$ cat config.mk
export PLATFORM = sky130hd
export DESIGN_NAME = pileup_base_counter_top
export DESIGN_NICKNAME = d
export VERILOG_FILES = /design/src/rtl/pbc_pkg.sv /design/src/rtl/pbc_parser.sv /design/src/rtl/pbc_majority.sv /design/src/rtl/pileup_base_counter_top.sv
export SDC_FILE = /design/constraint.sdc
export NUM_CORES = 2
export LEC_CHECK = 0
export BUFFER_PORTS_ARGS = -buffer_cell sky130_fd_sc_hd__clkbuf_2
export CAP_MARGIN = 20
export CELL_PAD_IN_SITES_DETAIL_PLACEMENT = 0
export CELL_PAD_IN_SITES_GLOBAL_PLACEMENT = 1
export CORE_MARGIN = 2
export CORE_UTILIZATION = 55
export DETAILED_ROUTE_END_ITERATION = 8
export GPL_TIMING_DRIVEN = 1
export PLACE_DENSITY_LB_ADDON = 0.1
export SYNTH_ARGS = -nofsm -noshare
export SYNTH_HDL_FRONTEND = slang
export SYNTH_SLANG_ARGS = --single-unit
$ cat constraint.sdc
create_clock -name aclk -period 25.9 [get_ports aclk]
set_input_delay 2.59 -clock aclk [delete_from_list [all_inputs] [get_ports aclk]]
set_output_delay 2.59 -clock aclk [all_outputs]
set_load 0.005 [all_outputs]
$ cat src/rtl/pbc_pkg.sv
// ----------------------------------------------------------------------------
// pbc_pkg: shared types and constants for the pileup base counter
// Character codes, counter slots, parser modes and majority codes.
// ----------------------------------------------------------------------------
package pbc_pkg;

    localparam int COUNT_BITS_DEF = 16;   // default counter width
    localparam int OUT_W          = 16;   // width of a count field on the port
    localparam int LEN_W          = 16;   // indel length / skip counter width
    localparam int THR_W          = 17;   // majority threshold width
    localparam int FRAC_BITS      = 16;   // threshold is a Q16 fraction
    localparam int NUM_SLOTS      = 5;
    localparam int NUM_CALL       = 4;    // A, T, G, C take part in the call

    localparam logic [THR_W-1:0] THR_RESET = 17'd52429;
    localparam logic [LEN_W-1:0] LEN_MAX   = 16'hFFFF;

    // counter slots
    localparam logic [2:0] SLOT_A = 3'd0;
    localparam logic [2:0] SLOT_T = 3'd1;
    localparam logic [2:0] SLOT_G = 3'd2;
    localparam logic [2:0] SLOT_C = 3'd3;
    localparam logic [2:0] SLOT_N = 3'd4;

    // characters of the base string
    localparam logic [7:0] CH_A      = 8'h41;
    localparam logic [7:0] CH_T      = 8'h54;
    localparam logic [7:0] CH_G      = 8'h47;
    localparam logic [7:0] CH_C      = 8'h43;
    localparam logic [7:0] CH_N      = 8'h4E;
    localparam logic [7:0] CH_DOT    = 8'h2E;
    localparam logic [7:0] CH_COMMA  = 8'h2C;
    localparam logic [7:0] CH_PLUS   = 8'h2B;
    localparam logic [7:0] CH_MINUS  = 8'h2D;
    localparam logic [7:0] CH_CARET  = 8'h5E;
    localparam logic [7:0] CH_DOLLAR = 8'h24;
    localparam logic [7:0] CH_LT     = 8'h3C;
    localparam logic [7:0] CH_GT     = 8'h3E;
    localparam logic [7:0] CH_STAR   = 8'h2A;
    localparam logic [7:0] CH_ZERO   = 8'h30;
    localparam logic [7:0] CH_NINE   = 8'h39;
    localparam logic [7:0] CH_LOW_A  = 8'h61;
    localparam logic [7:0] CH_LOW_Z  = 8'h7A;
    localparam logic [7:0] CASE_OFS  = 8'h20;

    typedef enum logic [1:0] {
        MODE_NORMAL,
        MODE_DIGITS,
        MODE_SKIP
    } mode_t;

    typedef enum logic [2:0] {
        MAJ_NONE,
        MAJ_A,
        MAJ_T,
        MAJ_G,
        MAJ_C
    } major_t;

    typedef struct packed {
        logic       hit;
        logic [2:0] idx;
    } slot_t;

    // counter slot of an upper-case base letter
    function automatic slot_t slot_of(input logic [7:0] ch);
        slot_t s;
        s.hit = 1'b1;
        s.idx = SLOT_A;
        unique case (ch)
            CH_A:    s.idx = SLOT_A;
            CH_T:    s.idx = SLOT_T;
            CH_G:    s.idx = SLOT_G;
            CH_C:    s.idx = SLOT_C;
            CH_N:    s.idx = SLOT_N;
            default: s.hit = 1'b0;
        endcase
        return s;
    endfunction

endpackage

$ cat src/rtl/pbc_parser.sv
// ----------------------------------------------------------------------------
// pbc_parser: base string parser and counters
// Walks the base string one word per cycle while words are accepted, keeps the
// five counters and hands a snapshot of the updated state out on the last character.
// ----------------------------------------------------------------------------
module pbc_parser #(
    parameter int COUNT_BITS = pbc_pkg::COUNT_BITS_DEF
) (
    input  logic                                   aclk,
    input  logic                                   aresetn,
    input  logic                                   acc,
    input  logic [7:0]                             pileup_char,
    input  logic [7:0]                             ref_base,
    input  logic                                   end_mark,
    output logic                                   snap_valid,
    output logic [pbc_pkg::NUM_SLOTS-1:0][COUNT_BITS-1:0] snap_counts,
    output logic                                   snap_err
);

    localparam logic [COUNT_BITS-1:0] CNT_MAX = '1;

    pbc_pkg::mode_t                                  mode_reg, mode_next;
    logic [pbc_pkg::LEN_W-1:0]                       len_reg, len_next;
    logic [pbc_pkg::NUM_SLOTS-1:0][COUNT_BITS-1:0]   cnt_reg, cnt_next;
    logic                                            err_reg, err_next;

    logic                       bump_en;
    logic [2:0]                 bump_idx;
    logic [7:0]                 up;
    pbc_pkg::slot_t             ch_slot;
    pbc_pkg::slot_t             ref_slot;
    logic                       is_digit;
    logic [pbc_pkg::LEN_W+3:0]  len_acc;
    logic [pbc_pkg::LEN_W-1:0]  len_dec;

    always_ff @(posedge aclk) begin
        if (!aresetn) begin
            mode_reg <= pbc_pkg::MODE_NORMAL;
            len_reg  <= '0;
            cnt_reg  <= '0;
            err_reg  <= 1'b0;
        end else if (acc) begin
            if (end_mark) begin
                mode_reg <= pbc_pkg::MODE_NORMAL;
                len_reg  <= '0;
                cnt_reg  <= '0;
                err_reg  <= 1'b0;
            end else begin
                mode_reg <= mode_next;
                len_reg  <= len_next;
                cnt_reg  <= cnt_next;
                err_reg  <= err_next;
            end
        end
    end

    always_comb begin
        mode_next = mode_reg;
        len_next  = len_reg;
        err_next  = err_reg;
        bump_en   = 1'b0;
        bump_idx  = pbc_pkg::SLOT_A;

        is_digit = (pileup_char >= pbc_pkg::CH_ZERO) && (pileup_char <= pbc_pkg::CH_NINE);
        len_acc  = ({4'b0, len_reg} << 3) + ({4'b0, len_reg} << 1)
                 + {{pbc_pkg::LEN_W{1'b0}}, pileup_char[3:0]};
        len_dec  = len_reg - pbc_pkg::LEN_W'(1);
        up       = ((pileup_char >= pbc_pkg::CH_LOW_A) && (pileup_char <= pbc_pkg::CH_LOW_Z))
                 ? pileup_char - pbc_pkg::CASE_OFS : pileup_char;
        ch_slot  = pbc_pkg::slot_of(up);
        ref_slot = pbc_pkg::slot_of(ref_base);

        if (!err_reg) begin
            unique case (mode_reg)
                pbc_pkg::MODE_DIGITS: begin
                    if (is_digit) begin
                        len_next = (len_acc > {4'b0, pbc_pkg::LEN_MAX})
                                 ? pbc_pkg::LEN_MAX : len_acc[pbc_pkg::LEN_W-1:0];
                    end else if (len_reg != '0) begin
                        // this character is the first one skipped
                        len_next  = len_dec;
                        mode_next = (len_dec != '0) ? pbc_pkg::MODE_SKIP
                                                    : pbc_pkg::MODE_NORMAL;
                    end
                end
                pbc_pkg::MODE_SKIP: begin
                    if (len_reg != '0) begin
                        len_next = len_dec;
                    end
                    if ((len_reg == '0) || (len_dec == '0)) begin
                        mode_next = pbc_pkg::MODE_NORMAL;
                    end
                end
                default: ;
            endcase

            // a normal character, or the first non-digit after an empty indel
            if ((mode_reg == pbc_pkg::MODE_NORMAL)
                || ((mode_reg == pbc_pkg::MODE_DIGITS) && !is_digit && (len_reg == '0))) begin
                mode_next = pbc_pkg::MODE_NORMAL;
                if (ch_slot.hit) begin
                    bump_en  = 1'b1;
                    bump_idx = ch_slot.idx;
                end else if ((up == pbc_pkg::CH_DOT) || (up == pbc_pkg::CH_COMMA)) begin
                    bump_en  = ref_slot.hit;
                    bump_idx = ref_slot.idx;
                end else if ((up == pbc_pkg::CH_PLUS) || (up == pbc_pkg::CH_MINUS)) begin
                    mode_next = pbc_pkg::MODE_DIGITS;
                    len_next  = '0;
                end else if (up == pbc_pkg::CH_CARET) begin
                    mode_next = pbc_pkg::MODE_SKIP;
                    len_next  = pbc_pkg::LEN_W'(1);
                end else if ((up == pbc_pkg::CH_LT) || (up == pbc_pkg::CH_GT)
                             || (up == pbc_pkg::CH_STAR)) begin
                    bump_en  = 1'b1;
                    bump_idx = pbc_pkg::SLOT_N;
                end else if (up != pbc_pkg::CH_DOLLAR) begin
                    err_next = 1'b1;
                end
            end
        end

        for (int k = 0; k < pbc_pkg::NUM_SLOTS; k++) begin
            cnt_next[k] = cnt_reg[k];
            if (bump_en && (bump_idx == 3'(k)) && (cnt_reg[k] != CNT_MAX)) begin
                cnt_next[k] = cnt_reg[k] + COUNT_BITS'(1);
            end
        end
    end

    assign snap_valid  = acc && end_mark;
    assign snap_counts = cnt_next;
    assign snap_err    = err_next;

endmodule

$ cat src/rtl/pbc_majority.sv
// ----------------------------------------------------------------------------
// pbc_majority: majority call pipeline and result register
// Total, threshold product and compare each take a stage; the last stage
// is the result register on the m_ side. Bubbles collapse under stall.
// ----------------------------------------------------------------------------
module pbc_majority #(
    parameter int COUNT_BITS = pbc_pkg::COUNT_BITS_DEF
) (
    input  logic                                          aclk,
    input  logic                                          aresetn,
    input  logic [pbc_pkg::THR_W-1:0]                     thr,
    input  logic                                          in_valid,
    output logic                                          in_ready,
    input  logic [pbc_pkg::NUM_SLOTS-1:0][COUNT_BITS-1:0] in_counts,
    input  logic                                          in_err,
    output logic                                          out_valid,
    input  logic                                          out_ready,
    output logic [pbc_pkg::NUM_SLOTS-1:0][pbc_pkg::OUT_W-1:0] out_counts,
    output logic [2:0]                                    out_major,
    output logic                                          out_err
);

    localparam int TOT_W  = COUNT_BITS + 2;
    localparam int PROD_W = TOT_W + pbc_pkg::THR_W;

    typedef logic [pbc_pkg::NUM_SLOTS-1:0][COUNT_BITS-1:0] cnt_arr_t;

    // stage 1: snapshot
    logic     v1_reg;
    cnt_arr_t cnt1_reg;
    logic     err1_reg;
    // stage 2: total
    logic             v2_reg;
    cnt_arr_t         cnt2_reg;
    logic             err2_reg;
    logic [TOT_W-1:0] tot2_reg;
    logic [TOT_W-1:0] tot2_next;
    // stage 3: threshold times total
    logic              v3_reg;
    cnt_arr_t          cnt3_reg;
    logic              err3_reg;
    logic              nz3_reg;
    logic [PROD_W-1:0] prod3_reg;
    logic [PROD_W-1:0] prod3_next;
    // output stage
    logic   vo_reg;
    logic [pbc_pkg::NUM_SLOTS-1:0][pbc_pkg::OUT_W-1:0] cnto_reg, cnto_next;
    logic   erro_reg;
    pbc_pkg::major_t maj_reg, maj_next;

    logic                       rdy1, rdy2, rdy3, rdyo;
    logic [pbc_pkg::NUM_CALL-1:0] qual;
    logic [31:0]                wide;

    assign rdyo     = !vo_reg || out_ready;
    assign rdy3     = !v3_reg || rdyo;
    assign rdy2     = !v2_reg || rdy3;
    assign rdy1     = !v1_reg || rdy2;
    assign in_ready = rdy1;

    always_ff @(posedge aclk) begin
        if (!aresetn) begin
            v1_reg <= 1'b0;
            v2_reg <= 1'b0;
            v3_reg <= 1'b0;
            vo_reg <= 1'b0;
        end else begin
            if (rdy1) v1_reg <= in_valid;
            if (rdy2) v2_reg <= v1_reg;
            if (rdy3) v3_reg <= v2_reg;
            if (rdyo) vo_reg <= v3_reg;
        end
    end

    always_ff @(posedge aclk) begin
        if (rdy1 && in_valid) begin
            cnt1_reg <= in_counts;
            err1_reg <= in_err;
        end
        if (rdy2 && v1_reg) begin
            cnt2_reg <= cnt1_reg;
            err2_reg <= err1_reg;
            tot2_reg <= tot2_next;
        end
        if (rdy3 && v2_reg) begin
            cnt3_reg  <= cnt2_reg;
            err3_reg  <= err2_reg;
            nz3_reg   <= (tot2_reg != '0);
            prod3_reg <= prod3_next;
        end
        if (rdyo && v3_reg) begin
            cnto_reg <= cnto_next;
            erro_reg <= err3_reg;
            maj_reg  <= maj_next;
        end
    end

    always_comb begin
        tot2_next = TOT_W'(cnt1_reg[pbc_pkg::SLOT_A]) + TOT_W'(cnt1_reg[pbc_pkg::SLOT_T])
                  + TOT_W'(cnt1_reg[pbc_pkg::SLOT_G]) + TOT_W'(cnt1_reg[pbc_pkg::SLOT_C]);
        prod3_next = PROD_W'(thr) * PROD_W'(tot2_reg);
    end

    always_comb begin
        wide = '0;
        for (int k = 0; k < pbc_pkg::NUM_CALL; k++) begin
            qual[k] = PROD_W'({cnt3_reg[k], {pbc_pkg::FRAC_BITS{1'b0}}}) >= prod3_reg;
        end
        for (int k = 0; k < pbc_pkg::NUM_SLOTS; k++) begin
            wide         = 32'(cnt3_reg[k]);
            cnto_next[k] = wide[pbc_pkg::OUT_W-1:0];
        end
        // first qualifying base in A, T, G, C order
        if (!nz3_reg)     maj_next = pbc_pkg::MAJ_NONE;
        else if (qual[0]) maj_next = pbc_pkg::MAJ_A;
        else if (qual[1]) maj_next = pbc_pkg::MAJ_T;
        else if (qual[2]) maj_next = pbc_pkg::MAJ_G;
        else if (qual[3]) maj_next = pbc_pkg::MAJ_C;
        else              maj_next = pbc_pkg::MAJ_NONE;
    end

    assign out_valid  = vo_reg;
    assign out_counts = cnto_reg;
    assign out_major  = maj_reg;
    assign out_err    = erro_reg;

endmodule

$ cat src/rtl/pileup_base_counter_top.sv
// ----------------------------------------------------------------------------
// pileup_base_counter_top: pileup base string counter
// Counts the bases of one pileup base string and calls the majority base.
// ----------------------------------------------------------------------------
// Usage:
//   s_ channel: one character of the base string per word, with the
//   reference base and a last-character mark. A word is taken on any cycle
//   where s_valid and s_ready are high, so a string streams at one word per
//   cycle while s_ready is high; a new string may start right after the last word.
//   m_ channel: one result word per string, with the five counts, the
//   majority call (0 none, 1 A, 2 T, 3 G, 4 C) and the bad-character flag.
//   m_valid rises when the result register loads, after snapshot, total and product.
//   Up to four results may be in flight; s_ready only drops when all of
//   them are held by a stalled m_ side, and rises again as soon as m_ready
//   frees a slot (combinational path from m_ready to s_ready).
//   cfg_we writes the Q16 majority threshold; write it while idle.
//   Reset clears the parser, the counters and the result pipeline and loads
//   the threshold with its default of about 0.8.
// ----------------------------------------------------------------------------
module pileup_base_counter_top #(
    parameter int COUNT_BITS = pbc_pkg::COUNT_BITS_DEF
) (
    input  logic                      aclk,
    input  logic                      aresetn,
    // configuration
    input  logic                      cfg_we,
    input  logic [pbc_pkg::THR_W-1:0] cfg_wdata,
    // input words
    input  logic                      s_valid,
    output logic                      s_ready,
    input  logic [7:0]                s_pileup_char,
    input  logic [7:0]                s_ref_base,
    input  logic                      s_end_mark,
    // result words
    output logic                      m_valid,
    input  logic                      m_ready,
    output logic [15:0]               m_count_a,
    output logic [15:0]               m_count_t,
    output logic [15:0]               m_count_g,
    output logic [15:0]               m_count_c,
    output logic [15:0]               m_count_n,
    output logic [2:0]                m_major_base,
    output logic                      m_bad_char
);

    logic [pbc_pkg::THR_W-1:0] thr_reg;

    logic                                          acc;
    logic                                          snap_valid;
    logic [pbc_pkg::NUM_SLOTS-1:0][COUNT_BITS-1:0] snap_counts;
    logic                                          snap_err;
    logic [pbc_pkg::NUM_SLOTS-1:0][pbc_pkg::OUT_W-1:0] res_counts;

    // hold the threshold; the user must write it only between strings, the block does not enforce it
    always_ff @(posedge aclk) begin
        if (!aresetn) begin
            thr_reg <= pbc_pkg::THR_RESET;
        end else if (cfg_we) begin
            thr_reg <= cfg_wdata;
        end
    end

    // advance the parser on every accepted word
    assign acc = s_valid && s_ready;

    pbc_parser #(
        .COUNT_BITS (COUNT_BITS)
    ) u_parser (
        .aclk        (aclk),
        .aresetn     (aresetn),
        .acc         (acc),
        .pileup_char (s_pileup_char),
        .ref_base    (s_ref_base),
        .end_mark    (s_end_mark),
        .snap_valid  (snap_valid),
        .snap_counts (snap_counts),
        .snap_err    (snap_err)
    );

    // s_ready follows the snapshot slot: a last word always needs room there
    pbc_majority #(
        .COUNT_BITS (COUNT_BITS)
    ) u_majority (
        .aclk       (aclk),
        .aresetn    (aresetn),
        .thr        (thr_reg),
        .in_valid   (snap_valid),
        .in_ready   (s_ready),
        .in_counts  (snap_counts),
        .in_err     (snap_err),
        .out_valid  (m_valid),
        .out_ready  (m_ready),
        .out_counts (res_counts),
        .out_major  (m_major_base),
        .out_err    (m_bad_char)
    );

    assign m_count_a = res_counts[pbc_pkg::SLOT_A];
    assign m_count_t = res_counts[pbc_pkg::SLOT_T];
    assign m_count_g = res_counts[pbc_pkg::SLOT_G];
    assign m_count_c = res_counts[pbc_pkg::SLOT_C];
    assign m_count_n = res_counts[pbc_pkg::SLOT_N];

endmodule

# --- Word level (Yosys, flattened, before mapping) ---
# Cells that the tools add are included.
classes:
  n_addsub: 12
  mul: 1
  div_mod_pow: 0
  n_lt_le_gt_ge: 9
  eq_ne: 34
  shifts: 0
  mux: 61
  bitwise_logic: 1
  n_reduce_logical: 49
op_table:
  columns: ["cell", "count"]
  rows:
  - ["2-to-1 mux 16 bit", 15]
  - ["greater-or-equal comparator 32 x 35 -> 1 bit", 4]
  - ["== test 8 x 7 -> 1 bit, second input constant", 11]
  - ["adder 16 x 1 -> 16 bit, second input constant", 5]
  - ["2-to-1 mux 80 bit", 1]
  - ["!= test 16 bit, second input constant", 5]
  - ["== test 8 x 6 -> 1 bit, second input constant", 7]
  - ["adder 18 x 16 -> 18 bit", 2]
  - ["multiplier 17 x 18 -> 35 bit", 1]
  - ["logical NOT 16 bit", 2]
  - ["case mux 16 bit (2 select lines)", 1]
  - ["nonzero test 16 bit", 2]
  - ["2-to-1 mux 2 bit", 13]
  - ["2-to-1 mux 3 bit", 8]
  - ["case mux 3 bit (4 select lines)", 2]
  - ["adder 19 x 17 -> 20 bit", 1]
  - ["adder 20 x 4 -> 20 bit", 1]
  - ["greater-than comparator 20 x 16 -> 1 bit, second input constant", 1]
  - ["logical AND 1 bit", 20]
  - ["2-to-1 mux 1 bit", 19]
  - ["nonzero test 18 bit", 1]
  - ["adder 16 x 16 -> 17 bit", 1]
  - ["subtractor 16 x 1 -> 16 bit, second input constant", 1]
  - ["logical OR 1 bit", 10]
  - ["other kinds (27)", 33]
totals:
  ff_bits: 501
  latch_bits: 0
  ram_bits: 0
  mem_bits_ro: 0
  input_bits: 39
  output_inout_bits: 86
  n_memories: 0

# --- Longest topological paths before layout ---
depth:
  word_depth: 18
  depth_mapped: 25
  ltp_nobuf: 23

# --- Hierarchy ---
# From an unflattened synthesis, not the netlist that was laid out.
hier_totals:
  hier_cells: 3085
  area_unflattened_um2: 33756.1
modules_own_cells:
  columns: ["mod", "instances", "cells_per_inst", "area_per_inst_um2", "seq_area_each_um2"]
  rows:
  - ["pbc_majority", 1, 1915, 24722.5, 11521.0]
  - ["pbc_parser", 1, 1115, 8396.8, 1981.9]
  - ["pileup_base_counter_top", 1, 55, 636.9, 340.3]

# --- Least setup slack after synthesis ---
# OpenSTA, ideal clock, no wires.
synth_timing:
  path_kind: "input to register"
  startpoint: "input port m_ready"
  endpoint: "register u_majority.cnt3_reg[0] (netlist bit) (enable)"
  arrival_ns: 11.123
  required_ns: 25.128
  setup_slack_ns: 14.005
  cell_stages: 2
  cell_sequence: "nor2b_1 > a21boi_0"
synth_via:
  elab_chain_len: 3
synth_rtl:
  columns: ["item", "line", "rtl"]
  rows:
  - ["start: declaration", "pileup_base_counter_top.sv:36", "input logic m_ready,"]
  - ["logical OR 1 bit", "pbc_majority.sv:55", "assign rdyo = !vo_reg || out_ready;"]
  - ["logical OR 1 bit", "pbc_majority.sv:56", "assign rdy3 = !v3_reg || rdyo;"]
  - ["logical AND 1 bit", "pbc_majority.sv:85", "if (rdy3 && v2_reg) begin"]
  - ["end signal: assignment", "pbc_majority.sv:86", "cnt3_reg <= cnt2_reg;"]
  - ["end: declaration", "pbc_majority.sv:40", "cnt_arr_t cnt3_reg;"]
# Every way passes these cells.
# A chain may end at the register's enable or synchronous reset.

# --- Worst setup path in the final report ---
layout_timing:
  startpoint: "register thr_reg[7] (netlist bit)"
  endpoint: "register u_majority.prod3_reg[22], data pin"
layout_via:
  elab_chain_len: 1
layout_rtl:
  columns: ["item", "line", "rtl"]
  rows:
  - ["start: declaration", "pileup_base_counter_top.sv:46", "logic [pbc_pkg::THR_W-1:0] thr_reg;"]
  - ["start signal: assignment", "pileup_base_counter_top.sv:57", "thr_reg <= pbc_pkg::THR_RESET;"]
  - ["start signal: assignment", "pileup_base_counter_top.sv:59", "thr_reg <= cfg_wdata;"]
  - ["multiplier 17 x 18 -> 35 bit", "pbc_majority.sv:101", "prod3_next = PROD_W'(thr) * PROD_W'(tot2_reg);"]
  - ["via u_majority.prod3_next[22]", "pbc_majority.sv:44", "logic [PROD_W-1:0] prod3_next;"]
  - ["end signal: assignment", "pbc_majority.sv:89", "prod3_reg <= prod3_next;"]
  - ["end: declaration", "pbc_majority.sv:43", "logic [PROD_W-1:0] prod3_reg;"]
# The timed path passes the listed nets, and every way through them passes these cells.

==> flow_summary_export.csv <==
group,metric,value,unit
critical_path,end_kind,"flop",
detailed_routing,drt-initial-drc-count,1754,
cells_and_area,stdcell_count,4092,
global_route,grt_pass1_wl,136000,µm
worst_hold_path,hp-start,"u_majority.cnt2_reg[43]",
logic_synthesis,synth_top_area_share,33.6,%
logic_synthesis,synth.avg_cell_area,10.7,µm²
logic_synthesis,netlist_instances,3194,
cells_and_area,final_nets,3802,
critical_path,r2r-start,"thr_reg[7]",
clock_network,cts_root_buffer,"clkbuf_16",
critical_path,cp-startpoint,"thr_reg[7]",
clock_network,cts_tree,"yes",
logic_synthesis,syn-cell-area,34100,µm²
global_route,use_met2,46.1,%
logic_synthesis,syn-num-nets,3740,
power_and_ir_drop,ir_drop,344,µV
critical_path,r2r_cells,20,
power_and_ir_drop,leakage,15.8,nW
place,dp_hpwl,63300,µm
power_and_ir_drop,power_density,142,nW/µm²
logic_synthesis,synth.most_common_cell,"inv_1",
clock_network,hold_buffers,0,
sta,relSlewSlack,33.4,%
logic_synthesis,synth_edf_count,381,
detailed_routing,drc,0,
critical_path,crit_path_start_kind,"flop",
sta,rsz0062_at_grt,"no",
place,io_buffers,124,
sta,layout_worst_path_cycle_share,28.3,%
clock_network,cts.clk_slew.worst_paths,0.07,ns
global_route,antenna_found_initial,1,
clock_network,numClockSinks,501,
flow_run,drv_cap,0,
sta,drv_slew,0,
critical_path,cp.required,26.38,ns
sta,setup_violations,0,
cells_and_area,antenna_cells,0,
clock_network,post_cts_buffers,0,
logic_synthesis,yosysUniqueCellTypes,89,
sta,worst_pin_slew,0.992,ns
cells_and_area,fill_cells,5135,
logic_synthesis,synth_commonest_cells,"inv_1 (414), edfxtp_1 (381), nand2_1 (368), fa_1 (259), ha_1 (248)",
critical_path,crit_arrival,7.80,ns
cells_and_area,layout-drive-gt1-share,8.87,%
worst_hold_path,hold_class,"reg -> reg",
global_route,grt_max_degree,81,
die,io_pins,125,
die,fp.dieArea,63900,µm²
clock_network,cts_max_level,2,
detailed_routing,wirelength,85600,µm
detailed_routing,vias,23700,
logic_synthesis,synth-main-ff-cell,"edfxtp_1",
die,core_area,61500,µm²
die,initial_utilization,55.4,%
clock_network,clk-insertion-delay-late,0.62,ns
critical_path,crit_fanout,19,
die,num_rows,91,
global_route,met1_usage,38.2,%
cells_and_area,area_delta_synth_final,9.39,%
sta,max_freq,137,MHz
logic_synthesis,synth_seq_area_share,40.6,%
logic_synthesis,ys_seq_elements,501,
critical_path,worstSetupPathType,"reg -> reg",
clock_network,ctsResizeCount,0,
place,place.gp.congestion,0.886,
logic_synthesis,synth_area_leaders,"edfxtp_1 (34%), fa_1 (15%), ha_1 (9.1%)",
clock_network,cts_buffers,55,
die,fp.dieH,253,µm
sta,fin_worst_skew,0.0183,ns
die,die-width,253,µm
global_route,grt_busiest_layer,"met2",
global_route,grt_overflow,0,
place,dp.cells,3988,
logic_synthesis,yosysTopAreaCell,"edfxtp_1",
sta,period_minus_slack,7.32,ns
status,status,"finished clean",
global_route,use_met3,3.09,%
detailed_routing,antenna_left,0,
clock_network,cts_buffer_depth,3,
sta,hold_viol_final,0,
global_route,grt_pass1_vias,24200,
logic_synthesis,yosys_warnings,0,
detailed_routing,routed_via_density,5.79,
sta,tns,0,ns
global_route,grt_util_all_layers,27.6,%
worst_hold_path,hold_path_depth,0,
logic_synthesis,synthArstFlopShare,0,%
detailed_routing,wl_per_cell,20.9,µm
detailed_routing,drtPass1Iterations,5,
area by class of cell:
class / count / area, µm² / area share [%]
Multi-Input combinational cell: 2136 / 18100 / 48.7
Timing Repair Buffer: 147 / 821 / 2.20
Tap cell: 790 / 988 / 2.65
Clock buffer: 60 / 1410 / 3.77
Sequential cell: 501 / 13800 / 37.2
Clock inverter: 43 / 509 / 1.37
Inverter: 415 / 1560 / 4.18
worst max-delay path, stage by stage, from the launching register on:
cell and delay (ns):
dfxtp_1 0.81, nand2_1 0.18, fa_1 0.57, inv_1 0.05, fa_1 0.49, fa_1 0.51, inv_1 0.05, fa_1 0.46
fa_1 0.54, inv_1 0.05, fa_1 0.48, ha_1 0.35, a21o_1 0.21, a21o_1 0.21, or4_1 0.54, a21oi_1 0.44
nand2b_1 0.16, a31o_2 0.26, a21o_1 0.21, a2111oi_0 0.44, nand4b_1 0.17
path summary, 6_finish.rpt:
check	to	slack (ns)
max	u_majority.prod3_reg[22]	18.58
min	u_majority.cnt3_reg[43]	0.41
max reg2reg	u_majority.prod3_reg[22]	18.58
min reg2reg	u_majority.cnt3_reg[43]	0.41
per-stage QoR:
step | cell area [µm²] | total power, mW | hold WS (ns) | setup slack, ns | util, %
after global placement | 35300 | 4.40 | 0.400 | 18.75 | 57.4
after global routing | 37300 | 5.77 | 0.420 | 18.24 | 60.6
after detailed placement | 35300 | 4.44 | 0.405 | 18.71 | 57.4
after CTS | 37200 | 5.29 | 0.414 | 18.66 | 60.6
final | 37300 | 5.28 | 0.413 | 18.58 | 60.6
after floorplan | 34100 | 3.59 | 0.400 | 14.00 | -
logic make-up after synthesis:
family          Yosys count  share of synthesized area (%)
simple gates            909                           13.6
buf+inv                 557                           6.20
compound gates          543                           10.6
fa+ha+maj               508                           24.4
flops                   501                           40.6
xor+xnor                150                           3.86
mux                      26                          0.779
power breakdown:
part	switching (mW)	internal [mW]	total, mW
registers	0.0405	1.06	1.10
logic	1.99	1.37	3.36
clock network	0.344	0.478	0.822
layout by cell type (no fill, tap or decap), drive strengths merged, types with 15 or more instances in the layout:
cell	instances
a21boi	32
a21o	49
a21oi	121
a31oi	34
and2	116
and3	28
and4	16
buf	23
clkbuf	184
clkinv	28
dfxtp	120
edfxtp	381
fa	259
ha	248
inv	416
mux2i	22
nand2	369
nand2b	20
nand3	69
nand4	29
nor2	91
nor2b	39
nor3	42
nor4	16
o211ai	15
o21a	32
o21ai	122
o31ai	31
or3	23
xnor2	103
xor2	47
routing by layer:
layer  routed length [µm]  vias to the layer above
li1                     -                    11100
met1                37700                    11800
met2                40900                      668
met3                 4640                      143
met4                 2340                        0
met5                    0                        -
Note: power is estimated with default switching activity, not from simulation.
